## src/rtl/pfgr_pkg.sv

```systemverilog
// Package for the page framebuffer glyph renderer: panel geometry, request
// codes, controller/datapath interface structs and the 5x7 font table.
// No dependencies.
package pfgr_pkg;

  // Panel geometry
  localparam int PANEL_WIDTH  = 128;
  localparam int PANEL_HEIGHT = 64;
  localparam int PAGE_COUNT   = (PANEL_HEIGHT + 7) / 8;
  localparam int COL_W        = $clog2(PANEL_WIDTH);
  localparam int PG_W         = 3;
  localparam int ADDR_W       = PG_W + COL_W;
  localparam int MEM_DEPTH    = PAGE_COUNT * (2 ** COL_W);
  localparam int LAST_ROWS    = PANEL_HEIGHT - 8 * (PAGE_COUNT - 1);
  localparam logic [7:0] LAST_PAGE_MASK = 8'((16'd1 << LAST_ROWS) - 16'd1);
  localparam int GLYPH_COLS   = 5;

  // Request kinds
  localparam logic [1:0] REQ_GLYPH = 2'd0;
  localparam logic [1:0] REQ_PIXEL = 2'd1;
  localparam logic [1:0] REQ_CLEAR = 2'd2;
  localparam logic [1:0] REQ_READ  = 2'd3;

  // Controller to datapath commands
  typedef struct packed {
    logic load;      // capture request
    logic acc_rd;    // read byte of current pixel/glyph access
    logic acc_wr;    // write back modified byte
    logic acc_next;  // step to next glyph access
    logic clr_wr;    // write zero during page clear
    logic init_wr;   // write zero during power-on sweep
    logic byte_rd;   // read column byte
    logic out_load;  // load result register
  } dp_cmd_t;

  // Datapath to controller status
  typedef struct packed {
    logic [1:0] in_type;
    logic       acc_valid;
    logic       acc_last;
    logic       page_ok;
    logic       sweep_last;
    logic       init_last;
    logic       rd_ok;
  } dp_stat_t;

  // One column of a glyph, bit 0 is the top row. Codes outside the font
  // fall back to the underscore glyph.
  function automatic logic [7:0] glyph_col(input logic [7:0] code, input logic [2:0] col);
    logic [39:0] g;
    logic [7:0]  c;
    case (code)
      8'h20: g = 40'h0000000000;  8'h21: g = 40'h00005F0000;  8'h22: g = 40'h0007000700;
      8'h23: g = 40'h147F147F14;  8'h24: g = 40'h242A7F2A12;  8'h25: g = 40'h2313086462;
      8'h26: g = 40'h3649552250;  8'h27: g = 40'h0005030000;  8'h28: g = 40'h001C224100;
      8'h29: g = 40'h0041221C00;  8'h2A: g = 40'h082A1C2A08;  8'h2B: g = 40'h08083E0808;
      8'h2C: g = 40'h0050300000;  8'h2D: g = 40'h0808080808;  8'h2E: g = 40'h0060600000;
      8'h2F: g = 40'h2010080402;  8'h30: g = 40'h3E5149453E;  8'h31: g = 40'h00427F4000;
      8'h32: g = 40'h4261514946;  8'h33: g = 40'h2141454B31;  8'h34: g = 40'h1814127F10;
      8'h35: g = 40'h2745454539;  8'h36: g = 40'h3C4A494930;  8'h37: g = 40'h0171090503;
      8'h38: g = 40'h3649494936;  8'h39: g = 40'h064949291E;  8'h3A: g = 40'h0036360000;
      8'h3B: g = 40'h0056360000;  8'h3C: g = 40'h0008142241;  8'h3D: g = 40'h1414141414;
      8'h3E: g = 40'h4122140800;  8'h3F: g = 40'h0201510906;  8'h40: g = 40'h324979413E;
      8'h41: g = 40'h7E1111117E;  8'h42: g = 40'h7F49494936;  8'h43: g = 40'h3E41414122;
      8'h44: g = 40'h7F4141221C;  8'h45: g = 40'h7F49494941;  8'h46: g = 40'h7F09090101;
      8'h47: g = 40'h3E41415132;  8'h48: g = 40'h7F0808087F;  8'h49: g = 40'h00417F4100;
      8'h4A: g = 40'h2040413F01;  8'h4B: g = 40'h7F08142241;  8'h4C: g = 40'h7F40404040;
      8'h4D: g = 40'h7F0204027F;  8'h4E: g = 40'h7F0408107F;  8'h4F: g = 40'h3E4141413E;
      8'h50: g = 40'h7F09090906;  8'h51: g = 40'h3E4151215E;  8'h52: g = 40'h7F09192946;
      8'h53: g = 40'h4649494931;  8'h54: g = 40'h01017F0101;  8'h55: g = 40'h3F4040403F;
      8'h56: g = 40'h1F2040201F;  8'h57: g = 40'h7F2018207F;  8'h58: g = 40'h6314081463;
      8'h59: g = 40'h0304780403;  8'h5A: g = 40'h6151494543;  8'h5B: g = 40'h00007F4141;
      8'h5C: g = 40'h0204081020;  8'h5D: g = 40'h41417F0000;  8'h5E: g = 40'h0402010204;
      8'h5F: g = 40'h4040404040;  8'h60: g = 40'h0001020400;  8'h61: g = 40'h2054545478;
      8'h62: g = 40'h7F48444438;  8'h63: g = 40'h3844444420;  8'h64: g = 40'h384444487F;
      8'h65: g = 40'h3854545418;  8'h66: g = 40'h087E090102;  8'h67: g = 40'h081454543C;
      8'h68: g = 40'h7F08040478;  8'h69: g = 40'h00447D4000;  8'h6A: g = 40'h2040443D00;
      8'h6B: g = 40'h007F102844;  8'h6C: g = 40'h00417F4000;  8'h6D: g = 40'h7C04180478;
      8'h6E: g = 40'h7C08040478;  8'h6F: g = 40'h3844444438;  8'h70: g = 40'h7C14141408;
      8'h71: g = 40'h081414187C;  8'h72: g = 40'h7C08040408;  8'h73: g = 40'h4854545420;
      8'h74: g = 40'h043F444020;  8'h75: g = 40'h3C4040207C;  8'h76: g = 40'h1C2040201C;
      8'h77: g = 40'h3C4030403C;  8'h78: g = 40'h4428102844;  8'h79: g = 40'h0C5050503C;
      8'h7A: g = 40'h4464544C44;
      default: g = 40'h4040404040;
    endcase
    // leftmost column sits in the top byte
    case (col)
      3'd0:    c = g[39:32];
      3'd1:    c = g[31:24];
      3'd2:    c = g[23:16];
      3'd3:    c = g[15:8];
      3'd4:    c = g[7:0];
      default: c = 8'h00;
    endcase
    return c;
  endfunction

endpackage

```

## src/rtl/pfgr_ctrl.sv

```systemverilog
// Controller of the glyph renderer: sequences store sweeps, read-modify-write
// accesses and result handoff, and owns both handshakes.
// Depends on pfgr_pkg.
module pfgr_ctrl (
  input  logic               clk,
  input  logic               rst_n,
  input  logic               in_tvalid,
  output logic               in_tready,
  output logic               out_tvalid,
  input  logic               out_tready,
  input  pfgr_pkg::dp_stat_t stat,
  output pfgr_pkg::dp_cmd_t  cmd
);

  localparam logic [2:0] S_INIT = 3'd0;
  localparam logic [2:0] S_IDLE = 3'd1;
  localparam logic [2:0] S_ACHK = 3'd2;
  localparam logic [2:0] S_AWR  = 3'd3;
  localparam logic [2:0] S_CLR  = 3'd4;
  localparam logic [2:0] S_BRD  = 3'd5;
  localparam logic [2:0] S_DONE = 3'd6;

  logic [2:0] state_r, state_nxt;
  logic       out_valid_r, out_valid_nxt;

  // Next state and commands
  always_comb begin
    state_nxt = state_r;
    cmd       = '0;
    in_tready = 1'b0;
    unique case (state_r)
      S_INIT: begin
        cmd.init_wr = 1'b1;
        if (stat.init_last)
          state_nxt = S_IDLE;
      end
      S_IDLE: begin
        in_tready = 1'b1;
        if (in_tvalid) begin
          cmd.load = 1'b1;
          unique case (stat.in_type)
            pfgr_pkg::REQ_GLYPH,
            pfgr_pkg::REQ_PIXEL: state_nxt = S_ACHK;
            pfgr_pkg::REQ_CLEAR: state_nxt = S_CLR;
            pfgr_pkg::REQ_READ:  state_nxt = S_BRD;
          endcase
        end
      end
      S_ACHK: begin
        // in-panel access: read now, write next cycle; else skip it
        if (stat.acc_valid) begin
          cmd.acc_rd = 1'b1;
          state_nxt  = S_AWR;
        end else begin
          cmd.acc_next = 1'b1;
          if (stat.acc_last)
            state_nxt = S_DONE;
        end
      end
      S_AWR: begin
        cmd.acc_wr   = 1'b1;
        cmd.acc_next = 1'b1;
        state_nxt    = stat.acc_last ? S_DONE : S_ACHK;
      end
      S_CLR: begin
        if (!stat.page_ok) begin
          state_nxt = S_DONE;
        end else begin
          cmd.clr_wr = 1'b1;
          if (stat.sweep_last)
            state_nxt = S_DONE;
        end
      end
      S_BRD: begin
        cmd.byte_rd = stat.rd_ok;
        state_nxt   = S_DONE;
      end
      S_DONE: begin
        if (!out_valid_r || out_tready) begin
          cmd.out_load = 1'b1;
          state_nxt    = S_IDLE;
        end
      end
      default: state_nxt = S_IDLE;
    endcase
  end

  // Result valid flag
  always_comb begin
    out_valid_nxt = out_valid_r;
    if (cmd.out_load)
      out_valid_nxt = 1'b1;
    else if (out_tready)
      out_valid_nxt = 1'b0;
  end

  always_ff @(posedge clk) begin
    if (!rst_n) begin
      state_r     <= S_INIT;
      out_valid_r <= 1'b0;
    end else begin
      state_r     <= state_nxt;
      out_valid_r <= out_valid_nxt;
    end
  end

  assign out_tvalid = out_valid_r;

endmodule

```

## config.mk

```make
export PLATFORM = sky130hd
export DESIGN_NAME = pfgr_ctrl
export DESIGN_NICKNAME = d
export VERILOG_FILES = /design/src/rtl/pfgr_pkg.sv /design/src/rtl/pfgr_ctrl.sv
export SDC_FILE = /design/constraint.sdc
export NUM_CORES = 1
export LEC_CHECK = 0
export ABC_AREA = 0
export BUFFER_PORTS_ARGS = -buffer_cell sky130_fd_sc_hd__buf_2
export CAP_MARGIN = 15
export CORE_AREA = 2 2 39 41
export DETAILED_ROUTE_END_ITERATION = 6
export DIE_AREA = 0 0 41 43
export MAX_ROUTING_LAYER = met4
export PLACE_DENSITY_LB_ADDON = 0.15
export SYNTH_ARGS = -nofsm -noshare
export SYNTH_HDL_FRONTEND = slang
export SYNTH_SLANG_ARGS = --single-unit
```

## constraint.sdc

```tcl
create_clock -name clk -period 1.9 [get_ports clk]
set_input_delay 0 -clock clk [delete_from_list [all_inputs] [get_ports clk]]
set_output_delay 0 -clock clk [all_outputs]
set_load 0.01 [all_outputs]
```

==> key figures <==
Critical path
  – CP Launch Type: flop
  – CP Max Fanout: 14
  – Worst R2R Setup Slack: 0.29 ns
  – Worst EP arrival: 1.75 ns
  – Kind of critical path: reg -> reg
  – R2r worst-path depth: 4
  – FF-to-FF End: state_r[1]
  – RR Startpoint: state_r[1]
  – CP required: 2.03 ns
  – Crit. End Element: flop

STA
  – Post-layout min period: 1.61 ns
  – Setup TNS: 0 ns
  – Slew Limit Headroom: 0.668
  – Worst slew pin tran: 0.497 ns
  – Fmax achieved: 0.621 GHz
  – Final Hold Viols: 0
  – Clock Skew: 0.00780 ns
  – Fin crit share: 0.848
  – Pins Over Slew Limit: 0
  – Final setup fails: 0
  – RSZ-0062 raised after global routing: no

Final layout
  – Final std cells w/o fill: 86
  – Most frequent cells in the layout: buf_2 (21), and3_1 (5), nor3_1 (4), nor2_1 (4), dfxtp_1 (4)
  – Final instance area: 500 µm²
  – Layout cell share with drive strength beyond 1: 0.414
  – Commonest non-fill, non-tap cell in the layout: buf_2
  – # fillers: 160
  – N_diodes: 0
  – Final net count: 84
  – Area growth syn-to-layout: 33.3%

Synthesis
  – Synth area leader: dfxtp_1
  – Synth top area share: 0.213
  – Cells after Synth: 50
  – Synth Area in Simple Gates: 0.513
  – Largest family of logic cells by synthesized area: simple AND/OR/NAND/NOR gates
  – Post-synthesis compound-gate area fraction: 0.183
  – Post-Syn Area: 375 µm²
  – Mux contribution to synthesized area: 0
  – Synth warn: 0
  – Synth area leaders: dfxtp_1 (21%), and3_1 (8.3%), nor3_1 (5.3%)
  – Syn_nets: 62
  – Adder-cell share of the synthesized area: 0
  – Post-synthesis sequential area ratio: 0.213
  – Synthesized flop and latch total: 4
  – Post-synthesis xor/xnor area fraction: 0
  – Syn avg cell area: 7.51 µm²
  – Netlist cell types: 26

Drt
  – Post-Route WL: 955 µm
  – Routed wl met3: 83 µm
  – 1st-iter DRT viols: 11
  – DR WL/cell: 11.1 µm
  – Routed via count: 432
  – Top Layer Used: met4
  – Drt drc: 0
  – Met2 Wirelength: 419 µm
  – M1 wire length: 442 µm
  – Drt pass-1 iters: 4
  – Detail Route Antenna Nets: 0
  – Vias/cell: 5.02

Global route
  – Antenna violations before repair: 0
  – First-pass GRT wire length: 1420 µm
  – Vias in the first global route: 363
  – Congestion Overflow GR: 0
  – Largest net degree at the start of global routing: 17
  – Aggregate global-route resource usage: 0.127

Power and ir drop
  – Clock power share: 0.267
  – Flop pwr share: 0.347
  – Power Dens Cells: 806 nW/µm²
  – Combinational power share: 0.386
  – Sw frac: 0.376
  – NetSw: 0.152 mW
  – Worst vdd ir: 0.368 mV
  – Cell internal pwr: 0.251 mW
  – Lkg Pwr: 0.255 nW

Min path
  – Worst hold stages: 2
  – Hold Crit Class: in -> reg
  – Hold Crit Start: rst_n
  – Worst hold path endpoint: state_r[0]

Die
  – Starting Density: 0.271
  – Number of cell rows: 14
  – Die ar.: 1760 µm²
  – Die X: 41 µm
  – Total core area: 1380 µm²
  – Top-level I/O count: 22
  – Die Y-Extent: 43 µm

Clocking
  – Hold Buf Count CTS: 0
  – H-Tree Level Count: 1
  – Clock root buffer: clkbuf_4
  – Clock buffer depth: 2
  – CTS sink count: 4
  – Cts bufs inserted: 3
  – Clock transition at path regs: 0.04 ns
  – Number of setup buffers added after CTS: 0
  – Post-CTS sizing: 0
  – CTS tree: done
  – Skew-Pair Late Insertion Delay: 0.24 ns

Place
  – Placed cell area: 478 µm²
  – RePlAce Congestion: 0.836
  – Port Buffers: 21
  – Placed cells: 83

Flow run
  – Max-cap viol count: 0

Run status
  – Outcome: complete, no violations
[sequential cells by signal (all words and copies together) (netlist names)]
register,cells
out_tvalid,1
state_r,3
[worst max-delay path, cell delays in order, from the launching register on]
cell and delay (ns):
dfxtp_1 0.54, or2b_1 0.29, nor4_2 0.22, nor3_2 0.09, a2111oi_2 0.36
[metal layers]
metal	vias to the layer above	track usage
li1	226	-
met5	-	-
met2	18	0.172
met1	186	0.151
met4	0	0.0600
met3	2	0.0628
[power by group through the flow]
| stage | sequential (mW) | clock [mW] | combinational (mW) |
|---|---|---|---|
| floorplan | 0.109 | 0 | 0.137 |
| global placement | 0.141 | 0 | 0.158 |
| detailed placement | 0.141 | 0 | 0.156 |
| CTS | 0.140 | 0.112 | 0.157 |
| global route | 0.145 | 0.117 | 0.176 |
| finish | 0.140 | 0.108 | 0.156 |
[cell families after synthesis]
| group | count (synthesis) |
|---|---|
| buffers and inverters | 7 |
| DFF | 4 |
| AOI/OAI and AO/OA | 8 |
| and+or+nand+nor | 31 |
[through the flow]
step	util	hold slack (ns)	setup slack, ns	total power, mW
final	0.362	0.00613	0.289	0.403
after global routing	0.362	0.0155	0.113	0.437
after CTS	0.362	0.00167	0.274	0.409
after detailed placement	0.345	0.252	0.280	0.297
after global placement	0.345	0.273	0.347	0.299
after floorplan	-	0.101	0.586	0.246
[layout make-up]
cell class,instances,area [µm²],share of cell area
Tap cell,16,20.0,0.0400
Multi-Input combinational cell,39,262,0.523
Timing Repair Buffer,21,105,0.210
Clock buffer,3,22.5,0.0450
Sequential cell,4,80.1,0.160
Inverter,3,11.3,0.0225
[cells in the mapped netlist]
master,n
a21oi_2,1
nor4_2,1
and4bb_1,1
dfxtp_1,4
buf_4,1
and2b_1,1
and3_1,5
buf_2,3
a222oi_1,1
a21boi_0,1
or2b_1,1
a31o_2,1
nor3_2,1
and2_1,1
nor3_1,4
a2111oi_0,1
nor2b_1,3
nor4_1,1
nand4b_1,1
nand2b_1,3
nor2_1,4
nand2_1,3
a2111oi_2,1
or3_1,1
inv_1,3
o21ai_0,2
[how the worst max path moves through the flow]
stage / startpoint / to / cells past startpoint
floorplan: state_r[0] / state_r[1] / 4
global placement: state_r[1] / state_r[1] / 4
finish: state_r[1] / state_r[1] / 4
CTS: state_r[1] / state_r[1] / 4
global route: state_r[1] / state_r[1] / 4
detailed placement: state_r[1] / state_r[1] / 4
No activity file was read; power rests on OpenSTA's default activity.
